===== src/rtl/scsa_ram.sv =====
// Generic single-port RAM with registered read.
`timescale 1ns / 1ps
module scsa_ram #(
  parameter int WIDTH = 8,
  parameter int DEPTH = 256
) (
  input  logic                     clk,
  input  logic                     we,
  input  logic [$clog2(DEPTH)-1:0] addr,
  input  logic [WIDTH-1:0]         wdata,
  output logic [WIDTH-1:0]         rdata
);

  logic [WIDTH-1:0] mem [DEPTH];
  logic [WIDTH-1:0] rdata_r;

  always_ff @(posedge clk) begin
    if (we) begin
      mem[addr] <= wdata;
    end
    rdata_r <= mem[addr];
  end

  assign rdata = rdata_r;

endmodule


===== config.mk =====
export PLATFORM = sky130hd
export DESIGN_NAME = scsa_ram
export DESIGN_NICKNAME = d
export VERILOG_FILES = /design/src/rtl/scsa_ram.sv
export SDC_FILE = /design/constraint.sdc
export NUM_CORES = 2
export LEC_CHECK = 0
export BUFFER_PORTS_ARGS = -buffer_cell sky130_fd_sc_hd__clkbuf_2
export CORE_MARGIN = 3
export CORE_UTILIZATION = 29
export CTS_CLUSTER_SIZE = 12
export DETAILED_ROUTE_END_ITERATION = 10
export MAX_ROUTING_LAYER = met4
export PLACE_DENSITY = 0.45
export SLEW_MARGIN = 20
export SYNTH_ARGS = -nofsm -noshare
export SYNTH_HDL_FRONTEND = slang
export SYNTH_SLANG_ARGS = --single-unit
export TNS_END_PERCENT = 50

===== constraint.sdc =====
create_clock -name clk -period 2.6 [get_ports clk]
set_input_delay 0.26 -clock clk [delete_from_list [all_inputs] [get_ports clk]]
set_output_delay 0.26 -clock clk [all_outputs]
set_load 0.02 [all_outputs]

==> impl_metrics.toml <==
[setup_path]
worst-setup-path-type = "register to register"
crit_arrival_ns = 3.36
required_ns = 3.30
worstPathMaxFanout = 1
cp-start-kind = "register"
end_kind = "register"

[timing]
finalSetupViolations = 1
worst_slew_pin_slew_ns = 1.04
fin_hold_ws_ns = 0.110
slew_viol_final = 0
hold_violations = 0
post-route-period-util_pct = 102
period_minus_slack_ns = 2.66
rsz0062_at_grt = "false"
relSlewSlack_pct = 30.4
fmax_mhz = 377
fin_skew_ns = 0.0531
fin_ws_ns = -0.0558

[synthesis]
syn-instance-count = 3547
syn_nets = 3565
yosysSeqAreaShare_pct = 78.6
yosysTopAreaCellShare_pct = 78.3
yosys_warnings = 0
syn_area_um2 = 78500
avgSynthCellArea_um2 = 22.1
synth_area_leader_cell = "edfxtp_1"
ys_types = 22
synth_seq_cells = 2056
synth.top_cells.by_area = "edfxtp_1 78%, mux4_2 15%, a22oi_1 2.4%"

[detailed_routing]
antenna_left = 0
vias_per_cell = 4.88
drt_iter0_drc = 3781
drc = 0
wl_per_cell_um = 27.6
drtPass1Iterations = 5
vias = 39000
wirelength_um = 220000

[global_routing]
grt_pass1_wl_um = 316000
grt_max_degree = 83
antenna_found_initial = 12
grt_pass1_vias = 41100
overflow = 0
grt_util_all_layers_pct = 16.3

[clocking]
cts_tree = "done"
post-cts-setup-buffers = 0
clk_latency_ns = 0.87
cts_buffers = 218
clk_pin_slew_worst_paths_ns = 0.06
clock_path_buffers = 3
root_buffer = "clkbuf_16"
cts_htree_levels = 4
cts_sinks = 2056

[outcome]
violations = "setup timing"
status = "complete, but fails checks"

[floorplanning]
std_cell_rows = 190
die_y_um = 526
pin_count = 26
die_w_um = 526
start_util_pct = 29.2
die_area_um2 = 277000
core_um2 = 269000

[power]
p_int_mw = 54.1
switching_share_pct = 22.2
total_power_mw = 69.5
ir_drop_mv = 0.672
clockPowerShare_pct = 42.0
seqPwrFrac_pct = 52.7
p_switching_mw = 15.4
p_per_area_nw_per_um2 = 727
p_leak_nw = 30.2
combPwrFrac_pct = 5.4

[cells_and_area]
final_cells = 7994
syn_to_final_growth_pct = 21.8
drive_gt1_share_pct = 35.1
final_nets = 4290

[flow_run]
max-cap-violations = 0

[placed_design]
gp_congestion = 0.784
dp_worst_setup_slack_ns = -0.882
portBuffers = 25
place_inst = 7596
dp_hpwl_um = 143000

[hold_path]
hp-class = "primary input to register"
==> synth_stat cells <==
master and instances:
o41ai_1 32, a22oi_1 256, nand4_1 8, or3_1 1
a21oi_1 128, inv_1 1, or2_2 2, edfxtp_1 2048
nor3_1 30, mux4_2 512, buf_1 19, nor2b_1 7
nand3_1 13, dfxtp_1 8, buf_2 36, and2_1 3
nand2b_1 6, nand2_1 28, nor2_1 232, buf_4 16
clkbuf_1 145, buf_6 16
==> critical path, cell delays in order, from the launching register on <==
cell	delay (ns)
edfxtp_1	0.38
mux4_2	0.45
a22oi_1	0.41
a21oi_1	0.15
o41ai_1	0.95
nand4_1	0.16
==> final cells by class <==
cell class                 count  area, µm²
fill                       24900     173000
sequential                  2056      61700
multi-input combinational   1258      15900
timing repair buffer         737       6880
clock buffer                 270       5660
tap                         3552       4440
clock inverter               117       1050
antenna                        3       7.51
inverter                       1       3.75
==> per-layer routing <==
| layer | routed length (µm) | track usage [%] | vias up |
|---|---|---|---|
| met5 | 0 | - | - |
| met4 | 4120 | 3.38 | 0 |
| met1 | 98200 | 22.3 | 21300 |
| li1 | - | - | 16500 |
| met2 | 107000 | 25.8 | 949 |
| met3 | 11000 | 2.64 | 258 |
==> timing repair <==
| item | in CTS | in global routing |
|---|---|---|
| resized for setup | 8 | 4 |
| endpoints found under the setup margin | 4 | 4 |
| endpoints found under the hold margin | 497 | 0 |
| hold buffers | 8 | 0 |
| cloned | 0 | 0 |
==> cells in the final DEF, fill, tap and decap left out, drive strengths merged, types with 30 or more instances in the layout <==
cell	instances
mux4	512
nor3	30
a21oi	128
clkbuf	285
buf	714
nor2	232
o41ai	32
edfxtp	2048
clkinv	102
a22oi	256
==> cell families after synthesis <==
kind of cell | share of synthesized area, %
AO/OA/AOI/OAI | 3.62
AND/OR/NAND/NOR | 1.73
flip-flops | 78.6
multiplexers | 14.7
buffers and inverters | 1.40
==> power groups by stage <==
stage / clock [mW] / sequential (mW) / combinational (mW)
2_1_floorplan: 0 / 37.3 / 1.62
3_3_place_gp: 0 / 37.3 / 3.82
3_5_place_dp: 0 / 37.3 / 3.83
4_1_cts: 30.0 / 36.6 / 3.85
5_1_grt: 31.4 / 36.6 / 4.01
6_report: 29.2 / 36.6 / 3.75
==> final timing paths <==
path / from / to / slack, ns / depth (start not counted)
min reg2reg: mem[224][5] / rdata[5] / 1.05 / 5
min: addr[6] / rdata[5] / 0.11 / 6
max reg2reg: mem[233][1] / rdata[1] / -0.06 / 5
max: mem[233][1] / rdata[1] / -0.06 / 5
==> metrics by stage <==
stage / util, % / instance area, µm² / TNS (ns)
detailed placement: 33.0 / 88700 / -9.04
CTS: 35.6 / 95600 / 0
floorplan: - / 78500 / 0
finish: 35.6 / 95600 / -0.0558
global route: 35.6 / 95600 / 0
global placement: 33.0 / 88700 / -9.04
==> state kept, by name, indices dropped and copies added, names as in the netlist <==
name and flops:
rdata 8, mem 2048
Note: power is estimated with default switching activity, not from simulation.
