--- src/rtl/scsa_pkg.sv ---
// Shared constants, types and per-class tables of the slab allocator.
`timescale 1ns / 1ps
package scsa_pkg;

  localparam int NUM_CLASSES = 13;
  localparam int PAGE_BYTES  = 4096;
  localparam int POOL_PAGES  = 64;
  localparam int WORD_BYTES  = 4;
  localparam int MIN_OBJECTS = 8;

  localparam int POOL_WORDS       = POOL_PAGES * PAGE_BYTES / WORD_BYTES;
  localparam int AW               = $clog2(POOL_WORDS);
  localparam int LINK_W           = AW + 1;
  localparam int STORE_W          = 22;
  localparam int GUARD_BIT        = 21;
  localparam int VAL_W            = 21;
  localparam int CLS_W            = 4;
  localparam int PAGE_W           = 7;
  localparam int SIZE_W           = 15;
  localparam int REQ_W            = 20;
  localparam int HANDLE_W         = 32;
  localparam int LIM_W            = 15;
  localparam int SLOTW_W          = 13;
  localparam int OBJS_W           = 8;
  localparam int PC_W             = 6;
  localparam int REM_W            = 14;
  localparam int ADDR_W           = 18;
  localparam int WORD_SHIFT       = $clog2(WORD_BYTES);
  localparam int PAGE_SHIFT       = $clog2(PAGE_BYTES);
  localparam int PAGE_WORD_SHIFT  = PAGE_SHIFT - WORD_SHIFT;
  localparam int CFG_ADDR_W       = 2;
  localparam int CFG_DATA_W       = 15;

  localparam logic [CFG_ADDR_W-1:0] CFG_PAGE_LIMIT    = 2'd0;
  localparam logic [CFG_ADDR_W-1:0] CFG_SLACK_LIMIT   = 2'd1;
  localparam logic [CFG_ADDR_W-1:0] CFG_REMAINDER_MIN = 2'd2;

  localparam logic [PAGE_W-1:0] PAGE_LIMIT_RST    = 7'd64;
  localparam logic [LIM_W-1:0]  SLACK_LIMIT_RST   = 15'd128;
  localparam logic [LIM_W-1:0]  REMAINDER_MIN_RST = 15'd512;

  typedef enum logic [2:0] {
    ST_ALLOCATED = 3'd0,
    ST_FREED     = 3'd1,
    ST_FALLBACK  = 3'd2,
    ST_NO_PAGES  = 3'd3,
    ST_ZERO_SIZE = 3'd4
  } status_t;

  typedef struct packed {
    logic             zero;
    logic             fit;
    logic [CLS_W-1:0] idx;
  } cls_dec_t;

  function automatic logic [SIZE_W-1:0] class_size(input logic [CLS_W-1:0] c);
    case (c)
      4'd0:    class_size = 15'd8;
      4'd1:    class_size = 15'd16;
      4'd2:    class_size = 15'd32;
      4'd3:    class_size = 15'd64;
      4'd4:    class_size = 15'd128;
      4'd5:    class_size = 15'd256;
      4'd6:    class_size = 15'd384;
      4'd7:    class_size = 15'd512;
      4'd8:    class_size = 15'd1024;
      4'd9:    class_size = 15'd2048;
      4'd10:   class_size = 15'd4096;
      4'd11:   class_size = 15'd8192;
      4'd12:   class_size = 15'd16384;
      default: class_size = '0;
    endcase
  endfunction

  // pages per refill: ceil(MIN_OBJECTS * size / PAGE_BYTES)
  function automatic logic [PC_W-1:0] class_pages(input logic [CLS_W-1:0] c);
    case (c)
      4'd8:    class_pages = 6'd2;
      4'd9:    class_pages = 6'd4;
      4'd10:   class_pages = 6'd8;
      4'd11:   class_pages = 6'd16;
      4'd12:   class_pages = 6'd32;
      default: class_pages = 6'd1;
    endcase
  endfunction

  // slot length in words: size plus three words
  function automatic logic [SLOTW_W-1:0] class_slot_words(input logic [CLS_W-1:0] c);
    class_slot_words = SLOTW_W'((class_size(c) >> WORD_SHIFT) + 3);
  endfunction

  function automatic logic [OBJS_W-1:0] class_objs(input logic [CLS_W-1:0] c);
    case (c)
      4'd0:    class_objs = 8'd204;
      4'd1:    class_objs = 8'd146;
      4'd2:    class_objs = 8'd93;
      4'd3:    class_objs = 8'd53;
      4'd4:    class_objs = 8'd29;
      4'd5:    class_objs = 8'd15;
      4'd6:    class_objs = 8'd10;
      default: class_objs = 8'd7;
    endcase
  endfunction

  function automatic logic [REM_W-1:0] class_rem(input logic [CLS_W-1:0] c);
    case (c)
      4'd0:    class_rem = 14'd16;
      4'd1:    class_rem = 14'd8;
      4'd2:    class_rem = 14'd4;
      4'd3:    class_rem = 14'd68;
      4'd4:    class_rem = 14'd36;
      4'd5:    class_rem = 14'd76;
      4'd6:    class_rem = 14'd136;
      4'd7:    class_rem = 14'd428;
      4'd8:    class_rem = 14'd940;
      4'd9:    class_rem = 14'd1964;
      4'd10:   class_rem = 14'd4012;
      4'd11:   class_rem = 14'd8108;
      4'd12:   class_rem = 14'd16300;
      default: class_rem = '0;
    endcase
  endfunction

endpackage

--- src/rtl/scsa_class.sv ---
// Size class lookup: first fitting class and slack check.
`timescale 1ns / 1ps
module scsa_class (
  input  logic [scsa_pkg::REQ_W-1:0] req,
  input  logic [scsa_pkg::LIM_W-1:0] slack_limit,
  output scsa_pkg::cls_dec_t         dec
);

  logic                          found;
  logic [scsa_pkg::CLS_W-1:0]    idx;
  logic [scsa_pkg::REQ_W-1:0]    slack;

  always_comb begin
    found = 1'b0;
    idx   = '0;
    for (int k = 0; k < scsa_pkg::NUM_CLASSES; k++) begin
      if (!found && (scsa_pkg::REQ_W'(scsa_pkg::class_size(scsa_pkg::CLS_W'(k))) >= req)) begin
        found = 1'b1;
        idx   = scsa_pkg::CLS_W'(k);
      end
    end
    slack    = scsa_pkg::REQ_W'(scsa_pkg::class_size(idx)) - req;
    dec.zero = (req == '0);
    dec.fit  = found && (slack < scsa_pkg::REQ_W'(slack_limit));
    dec.idx  = idx;
  end

endmodule

--- config.mk ---
export PLATFORM = sky130hd
export DESIGN_NAME = scsa_class
export DESIGN_NICKNAME = d
export VERILOG_FILES = /design/src/rtl/scsa_pkg.sv /design/src/rtl/scsa_class.sv
export SDC_FILE = /design/constraint.sdc
export NUM_CORES = 1
export LEC_CHECK = 0
export BUFFER_PORTS_ARGS = -buffer_cell sky130_fd_sc_hd__buf_2
export CAP_MARGIN = 5
export CORE_UTILIZATION = 57
export DETAILED_ROUTE_END_ITERATION = 16
export PLACE_DENSITY_LB_ADDON = 0.3
export SLEW_MARGIN = 0
export SYNTH_ARGS = -nofsm -noshare
export SYNTH_HDL_FRONTEND = slang
export SYNTH_SLANG_ARGS = --single-unit
--- constraint.sdc ---
create_clock -name vclk -period 8.4
set_input_delay 1.68 -clock vclk [all_inputs]
set_output_delay 1.68 -clock vclk [all_outputs]
set_load 0.01 [all_outputs]
==> flow_metrics.env <==
export IMPL_power_density_nw_per_um2=33.84
export IMPL_grt_pass1_wl_um=6230
export IMPL_antenna_found_initial=0
export IMPL_dieWidth_um=55.24
export IMPL_worstSetupStartpointType="input pin"
export IMPL_synth_net_count=299
export IMPL_setup_viol=0
export IMPL_seq_cells=0
export IMPL_nNetsFinal=344
export IMPL_port_buffers=41
export IMPL_cp_data_arrival_time_ns=6.41
export IMPL_multiInputGateArea_um2=1501
export IMPL_n_clock_buffer=0
export IMPL_yosys_cell_types_count=53
export IMPL_synthCells=230
export IMPL_overflow=0
export IMPL_outcome="finished clean"
export IMPL_finalCritPeriodShare_pct=96.34
export IMPL_rows=18
export IMPL_synth_top_area_share_pct=26.34
export IMPL_drt_iter0_drc=57
export IMPL_avgSynthCellArea_um2=7.023
export IMPL_num_fill_cells=225
export IMPL_viasPerCell=5.766
export IMPL_syn2layout_area_growth_pct=17.97
export IMPL_ant_nets=0
export IMPL_crit_path_max_fanout=6
export IMPL_first_pass_iters=4
export IMPL_drc=0
export IMPL_grt_max_degree=9
export IMPL_num_antenna_cells=0
export IMPL_yosys_area_top_type="ha_1"
export IMPL_final_layout_size_suffix_gt1_share_pct=24.18
export IMPL_synth_area_leaders="ha_1, inv_1, a21oi_1"
export IMPL_final_hold_viol_count=0
export IMPL_leakage_nw=1.080
export IMPL_yosys_warnings=0
export IMPL_max_slew_worst_pin_slew_ns=0.3592
export IMPL_hp_class="in2out"
export IMPL_register_area_um2=0
export IMPL_grtUsageTotal_pct=23.40
export IMPL_vias=1747
export IMPL_cp_required_ns=6.72
export IMPL_dpl_hpwl_um=3166
export IMPL_fp_dieArea_um2=3051
export IMPL_drv_cap=0
export IMPL_fin_crit_ns=8.092
export IMPL_start_util_pct=62.91
export IMPL_holdWs_ns=3.742
export IMPL_drt_wirelength_per_cell_um=11.95
export IMPL_final_core_util_pct=74.22
export IMPL_synth_area_um2=1615
export IMPL_slew_headroom_pct=76.05
export IMPL_fin_tns_setup_ns=0
export IMPL_routed_wl_um=3620
export IMPL_dp_cells=301
export IMPL_vdd_drop_max_v=0.00002738
export IMPL_ys_seq_area_share_pct=0
export IMPL_post_dp_cell_area_um2=1858
export IMPL_stdcell_area_um2=1906
export IMPL_synth_commonest_cells="inv_1, ha_1, nand2_1, nor2_1, a21oi_1"
export IMPL_max_freq_mhz=123.6
export IMPL_io_pins=41
export IMPL_stdcell_count=303
export IMPL_finalMaxSlewViolations=0
export IMPL_synthMostInstantiatedCell="inv_1"
export IMPL_coreArea_um2=2567
export IMPL_worstSetupEndpointType="output pin"
export IMPL_place_congestion=0.8952
export IMPL_worstSetupPathType="in2out"
export IMPL_grt_pass1_vias=1517
export IMPL_die_h_um=55.24
worst paths after layout:
path	endpoint	cells past startpoint	slack, ns	startpoint
hold / removal	dec[4]	3	3.74	req[18]
setup / recovery	dec[4]	23	0.31	req[0]
cell usage in the layout (no fill, tap or decap), types with 4 or more instances in the layout:
master / count
a211oi_1: 4
buf_4: 4
o21ai_0: 6
a21oi_1: 14
inv_1: 35
nand2_1: 16
nand3_1: 8
nand4_1: 5
a21o_1: 8
xnor2_1: 8
ha_1: 33
o21a_1: 4
nor2_1: 16
a31oi_1: 7
buf_2: 41
and2_1: 9
critical path, cell delays in order:
cell and delay, ns:
buf_2 0.11, inv_1 0.05, ha_2 0.22, or3b_2 0.49, nand2_1 0.08, o2111ai_1 0.11, a41oi_1 0.29, nor4_2 0.07
a31o_2 0.25, ha_1 0.21, and2_1 0.16, ha_1 0.34, a21oi_1 0.23, a21o_1 0.17, a31oi_2 0.11, or3_1 0.38
a31oi_1 0.21, xnor2_1 0.14, ha_1 0.26, a2111oi_1 0.38, o21a_1 0.18, o221a_2 0.16, buf_2 0.12
report_power, final:
part	total [W]	internal [W]	switching, W
clock network	0	0	0
logic	0.0000645	0.0000291	0.0000354
registers	0	0	0
total	0.0000645	0.0000291	0.0000354
routing by layer:
layer  global-route usage, %  part of all wire (%)  up-vias
met1                   34.09                    51      789
met5                       0                     0        -
met3                  0.2342                   2.0        0
met2                   40.79                    47       28
met4                  0.3571                     0        0
li1                        -                     -      930
cell type report:
type,instances,share of cell area (%)
Timing Repair Buffer,45,12.34
Tap cell,30,1.970
Inverter,35,6.894
Multi-Input combinational cell,193,78.79
kinds of logic after synthesis:
family | count (synthesis) | synth area share, %
xor+xnor | 11 | 5.965
fa+ha+maj | 34 | 26.34
compound gates | 71 | 30.99
buf+inv | 37 | 9.063
mux | 2 | 1.239
simple gates | 75 | 26.41
per-stage QoR:
step / setup slack, ns / total power, W
finish: 0.3077 / 0.00006449
global route: -0.00007327 / 0.00007451
detailed placement: 0.06119 / 0.00006150
floorplan: 0.7679 / 0.00004141
CTS: 0.03443 / 0.00006207
global placement: 0.1393 / 0.00006033
timing repair:
action	CTS	global route
endpoints found under the setup margin	0	1
gates resized for setup	0	10
buffers inserted	0	2
hold buffers	0	0
No activity file was read; power rests on OpenSTA's default activity.
